<file path="src/rtl/wcb_pkg.sv">
package wcb_pkg;

  // field widths
  localparam int BYTE_W  = 8;
  localparam int LEN_W   = 7;
  localparam int AGE_W   = 16;
  localparam int ACT_W   = 2;

  // configuration port
  localparam int CFG_IDX_W  = 1;
  localparam int CFG_DATA_W = 16;

  localparam logic [CFG_IDX_W-1:0] REG_CAPACITY  = 1'd0;
  localparam logic [CFG_IDX_W-1:0] REG_MAX_DELAY = 1'd1;

  localparam logic [LEN_W-1:0] CAP_RESET   = 7'd64;
  localparam logic [AGE_W-1:0] DELAY_RESET = 16'd1000;
  localparam logic [AGE_W-1:0] AGE_TOP     = 16'hFFFF;

  // action codes
  localparam logic [ACT_W-1:0] ACT_WRITE   = 2'd0;
  localparam logic [ACT_W-1:0] ACT_TICK    = 2'd1;
  localparam logic [ACT_W-1:0] ACT_FLUSH   = 2'd2;
  localparam logic [ACT_W-1:0] ACT_DISCARD = 2'd3;

  // run descriptor queue between front and back
  localparam int DQ_DEPTH = 4;

  typedef struct packed {
    logic [LEN_W-1:0] len;
  } desc_t;

  typedef struct packed {
    logic [BYTE_W-1:0] data;
    logic              last;
    logic [LEN_W-1:0]  len;
  } out_item_t;

endpackage

</file>
<file path="src/rtl/wcb_if.sv">
interface wcb_in_if;
  import wcb_pkg::*;
  logic              valid;
  logic              ready;
  logic [ACT_W-1:0]  action;
  logic [BYTE_W-1:0] data_byte;

  modport source (output valid, action, data_byte, input ready);
  modport sink   (input valid, action, data_byte, output ready);
endinterface

interface wcb_out_if;
  import wcb_pkg::*;
  logic              valid;
  logic              ready;
  logic [BYTE_W-1:0] out_byte;
  logic              last_byte;
  logic [LEN_W-1:0]  run_length;

  modport source (output valid, out_byte, last_byte, run_length, input ready);
  modport sink   (input valid, out_byte, last_byte, run_length, output ready);
endinterface

</file>
<file path="src/rtl/wcb_ram.sv">
module wcb_ram #(
  parameter int WIDTH = 8,
  parameter int DEPTH = 128
) (
  input  logic                     clk,
  input  logic                     we,
  input  logic [$clog2(DEPTH)-1:0] waddr,
  input  logic [WIDTH-1:0]         wdata,
  input  logic                     re,
  input  logic [$clog2(DEPTH)-1:0] raddr,
  output logic [WIDTH-1:0]         rdata
);

  logic [WIDTH-1:0] mem [DEPTH];

  // one write port, one registered read port
  always_ff @(posedge clk) begin
    if (we) begin
      mem[waddr] <= wdata;
    end
    if (re) begin
      rdata <= mem[raddr];
    end
  end

endmodule

</file>
<file path="src/rtl/wcb_desc_queue.sv">
module wcb_desc_queue import wcb_pkg::*; (
  input  logic  clk,
  input  logic  rst,
  input  logic  push,
  input  desc_t push_desc,
  output logic  full,
  input  logic  pop,
  output logic  empty,
  output desc_t head
);

  localparam int PW = $clog2(DQ_DEPTH);
  localparam int CW = $clog2(DQ_DEPTH + 1);

  desc_t         slots [DQ_DEPTH];
  logic [PW-1:0] wr_ptr;
  logic [PW-1:0] rd_ptr;
  logic [CW-1:0] count;

  assign full  = (count == CW'(DQ_DEPTH));
  assign empty = (count == '0);
  assign head  = slots[rd_ptr];

  // payload slots
  always_ff @(posedge clk) begin
    if (push) begin
      slots[wr_ptr] <= push_desc;
    end
  end

  // pointers and count
  always_ff @(posedge clk) begin
    if (rst) begin
      wr_ptr <= '0;
      rd_ptr <= '0;
      count  <= '0;
    end else begin
      if (push) begin
        wr_ptr <= (wr_ptr == PW'(DQ_DEPTH - 1)) ? '0 : wr_ptr + 1'b1;
      end
      if (pop) begin
        rd_ptr <= (rd_ptr == PW'(DQ_DEPTH - 1)) ? '0 : rd_ptr + 1'b1;
      end
      count <= count + CW'(push) - CW'(pop);
    end
  end

  assert property (@(posedge clk) disable iff (rst) !(push && full))
    else $error("descriptor pushed into full queue");
  assert property (@(posedge clk) disable iff (rst) !(pop && empty))
    else $error("descriptor popped from empty queue");
  assert property (@(posedge clk) disable iff (rst) count <= CW'(DQ_DEPTH))
    else $error("descriptor count overflow");

endmodule

</file>
<file path="src/rtl/wcb_front.sv">
module wcb_front import wcb_pkg::*; #(
  parameter int STORE_DEPTH = 64,
  parameter int RING_DEPTH  = 128,
  parameter int PTR_W       = 8
) (
  input  logic                   clk,
  input  logic                   rst,
  wcb_in_if.sink                 in_ch,
  input  logic [LEN_W-1:0]       capacity_in_use,
  input  logic [AGE_W-1:0]       max_delay_ticks,
  input  logic [PTR_W-1:0]       rd_ptr,
  input  logic                   q_full,
  output logic                   push,
  output desc_t                  push_desc,
  output logic                   ram_we,
  output logic [PTR_W-2:0]       ram_waddr,
  output logic [BYTE_W-1:0]      ram_wdata
);

  localparam logic [LEN_W-1:0] DEPTH_L = LEN_W'(STORE_DEPTH);

  logic [PTR_W-1:0] base;
  logic [PTR_W-1:0] base_next;
  logic [LEN_W-1:0] fill;
  logic [LEN_W-1:0] fill_next;
  logic [AGE_W-1:0] age;
  logic [AGE_W-1:0] age_next;

  logic [LEN_W-1:0] cap_eff;
  logic [LEN_W-1:0] fill_inc;
  logic [AGE_W-1:0] age_wr;
  logic [PTR_W-1:0] wr_ptr;
  logic [PTR_W-1:0] occupancy;
  logic             ring_space;
  logic             over_cap;
  logic             pre_flush;
  logic             accept;

  // effective capacity, clamped to 1..STORE_DEPTH
  always_comb begin
    if (capacity_in_use == '0) begin
      cap_eff = LEN_W'(1);
    end else if (capacity_in_use > DEPTH_L) begin
      cap_eff = DEPTH_L;
    end else begin
      cap_eff = capacity_in_use;
    end
  end

  assign wr_ptr     = base + PTR_W'(fill);
  assign occupancy  = wr_ptr - rd_ptr;
  assign ring_space = (occupancy < PTR_W'(RING_DEPTH));
  assign over_cap   = (fill >= cap_eff);
  assign fill_inc   = fill + 1'b1;
  assign age_wr     = (fill == '0) ? '0 : age;

  // acceptance per action
  always_comb begin
    unique case (in_ch.action)
      ACT_WRITE:   in_ch.ready = !q_full && ring_space && !over_cap;
      ACT_FLUSH:   in_ch.ready = !q_full;
      default:     in_ch.ready = 1'b1;
    endcase
  end

  assign accept    = in_ch.valid && in_ch.ready;
  // a write that finds the store at or past capacity first sends the held run
  assign pre_flush = in_ch.valid && (in_ch.action == ACT_WRITE) && over_cap && !q_full;

  assign ram_we    = accept && (in_ch.action == ACT_WRITE);
  assign ram_waddr = wr_ptr[PTR_W-2:0];
  assign ram_wdata = in_ch.data_byte;

  // classify the item and update the open run
  always_comb begin
    base_next     = base;
    fill_next     = fill;
    age_next      = age;
    push          = 1'b0;
    push_desc.len = fill;
    if (pre_flush) begin
      push      = 1'b1;
      base_next = base + PTR_W'(fill);
      fill_next = '0;
      age_next  = '0;
    end else if (accept) begin
      unique case (in_ch.action)
        ACT_WRITE: begin
          if (fill_inc >= cap_eff || age_wr >= max_delay_ticks) begin
            push          = 1'b1;
            push_desc.len = fill_inc;
            base_next     = base + PTR_W'(fill_inc);
            fill_next     = '0;
            age_next      = '0;
          end else begin
            fill_next = fill_inc;
            age_next  = age_wr;
          end
        end
        ACT_TICK: begin
          if (fill != '0 && age != AGE_TOP) begin
            age_next = age + 1'b1;
          end
        end
        ACT_FLUSH: begin
          if (fill != '0) begin
            push      = 1'b1;
            base_next = base + PTR_W'(fill);
            fill_next = '0;
            age_next  = '0;
          end
        end
        default: begin
          fill_next = '0;
          age_next  = '0;
        end
      endcase
    end
  end

  always_ff @(posedge clk) begin
    if (rst) begin
      base <= '0;
      fill <= '0;
      age  <= '0;
    end else begin
      base <= base_next;
      fill <= fill_next;
      age  <= age_next;
    end
  end

  assert property (@(posedge clk) disable iff (rst) fill <= DEPTH_L)
    else $error("open run larger than the store");
  assert property (@(posedge clk) disable iff (rst) occupancy <= PTR_W'(RING_DEPTH))
    else $error("byte ring overrun");
  assert property (@(posedge clk) disable iff (rst) push |=> fill == '0)
    else $error("open run not cleared after a flush");

endmodule

</file>
<file path="src/rtl/wcb_back.sv">
module wcb_back import wcb_pkg::*; #(
  parameter int PTR_W = 8
) (
  input  logic              clk,
  input  logic              rst,
  input  logic              q_empty,
  input  desc_t             head,
  output logic              pop,
  output logic [PTR_W-1:0]  rd_ptr,
  output logic              ram_re,
  output logic [PTR_W-2:0]  ram_raddr,
  input  logic [BYTE_W-1:0] ram_rdata,
  wcb_out_if.source         out_ch
);

  logic [LEN_W-1:0] idx;
  logic             inflight;
  logic             inflight_last;
  logic [LEN_W-1:0] inflight_len;
  out_item_t        slot0;
  out_item_t        slot1;
  out_item_t        new_item;
  logic [1:0]       ocnt;
  logic             issue;
  logic             is_last;
  logic             out_pop;

  assign out_pop = (ocnt != 2'd0) && out_ch.ready;
  // a read is issued only when its byte is sure of a slot in the output pair
  assign issue   = !q_empty && ((ocnt + 2'(inflight)) < (2'd2 + 2'(out_pop)));
  assign is_last = ((idx + 1'b1) == head.len);
  assign pop     = issue && is_last;

  assign ram_re    = issue;
  assign ram_raddr = rd_ptr[PTR_W-2:0];

  // read issue across the runs
  always_ff @(posedge clk) begin
    if (rst) begin
      idx      <= '0;
      rd_ptr   <= '0;
      inflight <= 1'b0;
    end else begin
      inflight <= issue;
      if (issue) begin
        rd_ptr <= rd_ptr + 1'b1;
        idx    <= is_last ? '0 : idx + 1'b1;
      end
    end
  end

  always_ff @(posedge clk) begin
    if (issue) begin
      inflight_last <= is_last;
      inflight_len  <= head.len;
    end
  end

  assign new_item = '{data: ram_rdata, last: inflight_last, len: inflight_len};

  // two-entry output pair, head in slot0
  always_ff @(posedge clk) begin
    if (rst) begin
      ocnt <= '0;
    end else begin
      ocnt <= ocnt + 2'(inflight) - 2'(out_pop);
    end
  end

  always_ff @(posedge clk) begin
    if (out_pop) begin
      slot0 <= (inflight && ocnt == 2'd1) ? new_item : slot1;
      if (inflight && ocnt == 2'd2) begin
        slot1 <= new_item;
      end
    end else if (inflight) begin
      if (ocnt == 2'd0) begin
        slot0 <= new_item;
      end else begin
        slot1 <= new_item;
      end
    end
  end

  assign out_ch.valid      = (ocnt != 2'd0);
  assign out_ch.out_byte   = slot0.data;
  assign out_ch.last_byte  = slot0.last;
  assign out_ch.run_length = slot0.len;

  assert property (@(posedge clk) disable iff (rst) (ocnt + 2'(inflight)) <= 2'd2)
    else $error("output pair overcommitted");
  assert property (@(posedge clk) disable iff (rst) pop |-> issue && (idx + 1'b1) == head.len)
    else $error("run retired before its last byte");
  assert property (@(posedge clk) disable iff (rst)
      (out_ch.valid && !out_ch.ready) |=> (out_ch.valid && $stable(out_ch.out_byte) &&
      $stable(out_ch.last_byte) && $stable(out_ch.run_length)))
    else $error("output item changed while stalled");

endmodule

</file>
<file path="src/rtl/write_coalescing_buffer.sv">
// Write coalescing buffer with a timeout.
// in_ch carries one action per item: write a byte, tick, flush or discard.
// out_ch returns flushed bytes oldest first, with last_byte on the final
// byte and run_length on every byte of a run.
// Configuration: cfg_we, cfg_index and cfg_data write capacity_in_use (0)
// or max_delay_ticks (1); write only while the block is idle.
// Throughput: one item per cycle on in_ch while in_ch.ready is high. A write
// that meets a store already at capacity waits while the held run is sent first.
// Runs drain at one byte per cycle while out_ch is ready, set by the single
// read port of the byte ring; with the drain idle, the first byte of a run
// passes the run queue, the ring's registered read and the output pair to out_ch.
// A ring of twice the store depth and a four-entry run queue decouple the
// front from the drain: the front takes writes while earlier runs drain,
// and holds in_ch.ready low only for a full ring or run queue or a store at capacity.
// When out_ch stalls, the two-entry output pair fills, reads pause, and
// the ring and run queue back up into in_ch.
// Reset (rst, synchronous) empties the store, queue and output, and sets
// capacity to 64 and the delay limit to 1000 ticks; no clearing pass.
module write_coalescing_buffer import wcb_pkg::*; #(
  parameter int STORE_DEPTH = 64
) (
  input  logic                  clk,
  input  logic                  rst,
  wcb_in_if.sink                in_ch,
  wcb_out_if.source             out_ch,
  input  logic                  cfg_we,
  input  logic [CFG_IDX_W-1:0]  cfg_index,
  input  logic [CFG_DATA_W-1:0] cfg_data
);

  localparam int RING_DEPTH = 2 ** $clog2(2 * STORE_DEPTH);
  localparam int PTR_W      = $clog2(RING_DEPTH) + 1;

  logic [LEN_W-1:0]  capacity_in_use;
  logic [AGE_W-1:0]  max_delay_ticks;
  logic [PTR_W-1:0]  rd_ptr;
  logic              q_full;
  logic              q_empty;
  logic              push;
  logic              pop;
  desc_t             push_desc;
  desc_t             head;
  logic              ram_we;
  logic [PTR_W-2:0]  ram_waddr;
  logic [BYTE_W-1:0] ram_wdata;
  logic              ram_re;
  logic [PTR_W-2:0]  ram_raddr;
  logic [BYTE_W-1:0] ram_rdata;

  // configuration registers
  always_ff @(posedge clk) begin
    if (rst) begin
      capacity_in_use <= CAP_RESET;
      max_delay_ticks <= DELAY_RESET;
    end else if (cfg_we) begin
      unique case (cfg_index)
        REG_CAPACITY:  capacity_in_use <= cfg_data[LEN_W-1:0];
        REG_MAX_DELAY: max_delay_ticks <= cfg_data[AGE_W-1:0];
        default: ;
      endcase
    end
  end

  wcb_front #(
    .STORE_DEPTH (STORE_DEPTH),
    .RING_DEPTH  (RING_DEPTH),
    .PTR_W       (PTR_W)
  ) u_front (
    .clk             (clk),
    .rst             (rst),
    .in_ch           (in_ch),
    .capacity_in_use (capacity_in_use),
    .max_delay_ticks (max_delay_ticks),
    .rd_ptr          (rd_ptr),
    .q_full          (q_full),
    .push            (push),
    .push_desc       (push_desc),
    .ram_we          (ram_we),
    .ram_waddr       (ram_waddr),
    .ram_wdata       (ram_wdata)
  );

  wcb_ram #(
    .WIDTH (BYTE_W),
    .DEPTH (RING_DEPTH)
  ) u_ring (
    .clk   (clk),
    .we    (ram_we),
    .waddr (ram_waddr),
    .wdata (ram_wdata),
    .re    (ram_re),
    .raddr (ram_raddr),
    .rdata (ram_rdata)
  );

  wcb_desc_queue u_queue (
    .clk       (clk),
    .rst       (rst),
    .push      (push),
    .push_desc (push_desc),
    .full      (q_full),
    .pop       (pop),
    .empty     (q_empty),
    .head      (head)
  );

  wcb_back #(
    .PTR_W (PTR_W)
  ) u_back (
    .clk       (clk),
    .rst       (rst),
    .q_empty   (q_empty),
    .head      (head),
    .pop       (pop),
    .rd_ptr    (rd_ptr),
    .ram_re    (ram_re),
    .ram_raddr (ram_raddr),
    .ram_rdata (ram_rdata),
    .out_ch    (out_ch)
  );

endmodule

</file>
<file path="src/flat_wrapper.sv">
// flat-port wrapper written by rule: the top's interface ports become plain ports
module write_coalescing_buffer_flat import wcb_pkg::*;
#(
  parameter int STORE_DEPTH = 64
)
  (clk, rst, cfg_we, cfg_index, cfg_data, in_ch_valid, in_ch_action, in_ch_data_byte, in_ch_ready, out_ch_valid, out_ch_out_byte, out_ch_last_byte, out_ch_run_length, out_ch_ready);
  wcb_in_if in_ch_i ();
  wcb_out_if out_ch_i ();
  input  logic clk;
  input  logic rst;
  input  logic cfg_we;
  input  logic [CFG_IDX_W-1:0] cfg_index;
  input  logic [CFG_DATA_W-1:0] cfg_data;
  input wire logic [$bits(in_ch_i.valid)-1:0] in_ch_valid;
  input wire logic [$bits(in_ch_i.action)-1:0] in_ch_action;
  input wire logic [$bits(in_ch_i.data_byte)-1:0] in_ch_data_byte;
  output wire logic [$bits(in_ch_i.ready)-1:0] in_ch_ready;
  output wire logic [$bits(out_ch_i.valid)-1:0] out_ch_valid;
  output wire logic [$bits(out_ch_i.out_byte)-1:0] out_ch_out_byte;
  output wire logic [$bits(out_ch_i.last_byte)-1:0] out_ch_last_byte;
  output wire logic [$bits(out_ch_i.run_length)-1:0] out_ch_run_length;
  input wire logic [$bits(out_ch_i.ready)-1:0] out_ch_ready;
  assign in_ch_i.valid = in_ch_valid;
  assign in_ch_i.action = in_ch_action;
  assign in_ch_i.data_byte = in_ch_data_byte;
  assign in_ch_ready = in_ch_i.ready;
  assign out_ch_valid = out_ch_i.valid;
  assign out_ch_out_byte = out_ch_i.out_byte;
  assign out_ch_last_byte = out_ch_i.last_byte;
  assign out_ch_run_length = out_ch_i.run_length;
  assign out_ch_i.ready = out_ch_ready;
  write_coalescing_buffer #(.STORE_DEPTH(STORE_DEPTH)) u_core (.clk(clk), .rst(rst), .in_ch(in_ch_i), .out_ch(out_ch_i), .cfg_we(cfg_we), .cfg_index(cfg_index), .cfg_data(cfg_data));
endmodule
</file>
<file path="config.mk">
export PLATFORM = sky130hd
export DESIGN_NAME = write_coalescing_buffer_flat
export DESIGN_NICKNAME = d
export VERILOG_FILES = /design/src/rtl/wcb_pkg.sv /design/src/rtl/wcb_if.sv /design/src/rtl/wcb_ram.sv /design/src/rtl/wcb_desc_queue.sv /design/src/rtl/wcb_front.sv /design/src/rtl/wcb_back.sv /design/src/rtl/write_coalescing_buffer.sv /design/src/flat_wrapper.sv
export SDC_FILE = /design/constraint.sdc
export NUM_CORES = 2
export LEC_CHECK = 0
export BUFFER_PORTS_ARGS = -buffer_cell sky130_fd_sc_hd__buf_2
export CAP_MARGIN = 20
export CORE_MARGIN = 1.5
export CORE_UTILIZATION = 38
export DETAILED_ROUTE_END_ITERATION = 8
export GPL_TIMING_DRIVEN = 0
export PLACE_DENSITY = 0.62
export RECOVER_POWER = 50
export SLEW_MARGIN = 20
export SYNTH_ARGS = -nofsm -noshare
export SYNTH_HDL_FRONTEND = slang
export SYNTH_SLANG_ARGS = --single-unit
</file>
<file path="constraint.sdc">
create_clock -name clk -period 6.7 [get_ports clk]
set_clock_uncertainty 0.05 [all_clocks]
set_input_delay 0.67 -clock clk [delete_from_list [all_inputs] [get_ports clk]]
set_output_delay 0.67 -clock clk [all_outputs]
set_load 0.1 [all_outputs]
</file>
==> results.yml <==
global_routing:
  grt_use_met1_pct: 24.89
  antenna_found_initial: 3
  grt_busiest_layer: "met2"
  grt_pass1_wl_um: 171000
  grt_max_degree: 101
  grt.total_usage_pct: 18.56
  met3_usage_pct: 3.352
  grt_remaining_overflow: 0
  use_met2_pct: 30.91
  grt_pass1_vias: 24850
place:
  port_buffers: 48
  place_congestion: 0.8841
  dp_hpwl_um: 78950
  place_ws_ns: -0.09473
timing:
  whs_ns: 0.1301
  min_period_over_period_pct: 100.6
  rsz0062_at_grt: "true"
  worst_slew_pin_slew_ns: 4.887
  setup_slack_ns: -0.03759
  max_clock_freq_mhz: 148.4
  maxSlewViolCount: 1018
  finalHoldViolCount: 0
  period_needed_ns: 6.738
  setup_violations: 16
  relSlewSlack_pct: -225.8
yosys:
  seq_area_frac_synth_pct: 72.77
  yosys-top-cells-area: "edfxtp_1, mux4_2, dfxtp_1"
  synth_top_area_share_pct: 69.37
  avgSynthCellArea_um2: 19.73
  synth_common_cells: "edfxtp_1, mux4_2, nor2_1"
  ys_async_sr_fraction_pct: 0
  syn_area_um2: 47620
  synth.distinct_cells: 58
  syn_nets: 2514
  synth-edff-count: 1100
  ys_ff_latch: 1181
  synth_top_cell_by_area: "edfxtp_1"
  yosys_most_used_dff: "edfxtp_1"
  synth_cells: 2413
  yosysWarnings: 0
  synth.most_common_cell: "edfxtp_1"
clocking:
  htreeDepth: 3
  ctsLongestPathBuffers: 3
  cts-root-buf: "clkbuf_16"
  cts_tree: "built"
  cts.sinks: 1181
  cts_setup_buffers: 0
  cts.repair.resized: 12
  clock_latency_ns: 0.73
  clkTransAtPathRegs_ns: 0.06
  cts_hold_buf: 0
  numCtsBuffers: 117
die:
  ios: 50
  num_rows: 129
  fp.coreArea_um2: 124000
  die-area_um2: 127400
  start_util_pct: 38.41
  die_w_um: 357.0
  die_h_um: 357.0
cells_and_area:
  register_area_um2: 34650
  diodes: 0
  final_util_pct: 43.76
  multiInputGateArea_um2: 12470
  syn2layout_area_growth_pct: 13.92
  nFillCells: 10530
  drive_gt1_share_pct: 26.24
  final_nets: 2690
min_path:
  hold_end: "u_core.max_delay_ticks[9]"
  hold_path_depth: 3
  min-delay-start: "cfg_data[9]"
  hp-class: "input pin to register"
worst_setup_path:
  crit_type: "register to register"
  r2r.worst_path.cells: 17
  critPathArrivalTime_ns: 7.03
  critPathMaxFanout: 10
  crit_path_top_delay_cell: "nor2_1"
  critPathBufInv: 3
  r2r_end: "u_core.u_ring.mem[82][0]"
  cp.required_ns: 6.99
  ff2ff_setup_slack_ns: -0.04
  crit_chain: "ha_1 -> fa_1 -> a21o_1 -> a21oi_1 -> o21bai_1 -> a21oi_1 -> xor2_1 -> inv_1 -> ha_1 -> a211o_1 -> o22ai_1 -> xor2_1 -> nor2_1 -> buf_2 -> nand4_1 -> clkbuf_2 -> nor2_1"
  reg2reg_from: "u_core.u_front.fill[0]"
  critPathTopFamily: "simple AND/OR/NAND/NOR gates"
  startpoint_type: "register"
  critPathMaxStageDelay_ns: 0.83
  end_kind: "register"
detailed_routing:
  drt_first_iter_violations: 2814
  wl_um: 118300
  vias: 24170
  viasPerCell: 5.580
  postRouteAntennaNets: 0
  drc: 6
  dr.pass1.iters: 7
  avgRoutedWirePerCell_um: 27.32
power:
  ir_drop_mv: 0.1990
  power_density_nw_per_um2: 309.8
  p_leak_nw: 16.93
outcome:
  violations: "DRC, capacitance limit, slew limit, setup timing"
  status: "complete, but fails checks"
run:
  maxCapViolations: 15
==> logic make-up (layout without fill, tap and decap cells) <==
family	count (synthesis)	count (layout)	synth area share (%)
multiplexers	383	383	17.13
XOR/XNOR	48	48	0.8829
buffers and inverters	159	440	1.361
flip-flops	1181	1181	72.77
adder cells (fa/ha/maj)	69	69	1.860
AND/OR/NAND/NOR	427	427	4.002
AO/OA/AOI/OAI	146	146	1.986
==> registers in the layout, indices dropped and copies added (netlist names), 3 cells and up, named ones only <==
name,count
u_core.u_ring.mem,1024
u_core.u_queue.slots,28
u_core.max_delay_ticks,16
u_core.u_back.slot1,16
u_core.u_front.age,16
u_core.u_back.out_ch.out_byte,8
u_core.u_back.rd_ptr,8
u_core.u_front.base,8
u_core.u_ring.rdata,8
u_core.capacity_in_use,7
u_core.u_back.idx,7
u_core.u_back.inflight_len,7
u_core.u_back.out_ch.run_length,7
u_core.u_front.fill,7
u_core.u_queue.count,3
==> worst max-delay path by stage <==
stage / from / end / depth (start not counted)
floorplan: u_core.u_front.fill[0] / u_core.u_queue.count[2] / 22
global placement: u_core.u_front.fill[0] / u_core.u_ring.mem[58][2] / 17
detailed placement: u_core.u_front.fill[0] / u_core.u_ring.mem[47][6] / 17
CTS: u_core.u_front.fill[0] / u_core.u_ring.mem[87][5] / 17
global route: u_core.u_front.fill[0] / u_core.u_ring.mem[106][6] / 17
finish: u_core.u_front.fill[0] / u_core.u_ring.mem[82][0] / 17
==> worst min-delay path: stages <==
cell and delay, ns:
buf_2 0.08, nand2_1 0.04, nand3b_1 0.07
==> routing by layer <==
layer	wire, um	up-vias
met5	13	-
li1	-	10180
met3	8831	175
met2	58680	1007
met4	3225	2
met1	47590	12810
==> per-stage QoR <==
step                      TNS (ns)  cell area [um^2]  power (mW)  std cells
after global placement      -13.84             49910       9.947       4098
after CTS                   -4.058             54360       16.93       4330
after global routing        -12.26             54240       17.26       4331
after floorplan                  0             47620       9.427       2413
final                      -0.3054             54240       16.80       4331
after detailed placement    -1.666             50190       9.984       4106
==> report_power, final <==
part	internal, mW	switching (mW)
sequential	8.16	0.0302
combinational	0.596	1.03
clock	4.15	2.84
==> layout by cell type (no fill, tap or decap), types with 6 or more instances in the layout <==
cell type and instances:
edfxtp_1 1100, mux4_2 343, nor2_1 129, clkbuf_16 119, nand2_1 113, clkbuf_1 95, dfxtp_1 81, buf_2 68
ha_1 66, nor2_2 60, inv_1 39, a21oi_1 39, o21ai_0 29, xnor2_1 28, nand3_1 26, mux2_2 26
clkinv_2 22, bufinv_16 21, xor2_1 20, and2_1 20, clkinv_1 19, nor3_1 15, buf_1 15, nor2b_1 13
mux2i_1 13, a211oi_1 12, and3_1 11, clkbuf_2 11, nand3b_1 10, a21o_1 10, clkinvlp_4 9, nand4_1 7
o22ai_1 7, clkbuf_8 7, a211o_1 6, a31oi_1 6, o21a_1 6
==> layout make-up <==
type,count,area share [%]
Buffer,116,0.9319
Clock buffer,146,5.806
Clock inverter,78,1.827
Inverter,43,0.2976
Multi-Input combinational cell,1073,22.98
Sequential cell,1181,63.88
Tap cell,1637,3.776
Timing Repair Buffer,57,0.4959
No activity file was read; power rests on OpenSTA's default activity.
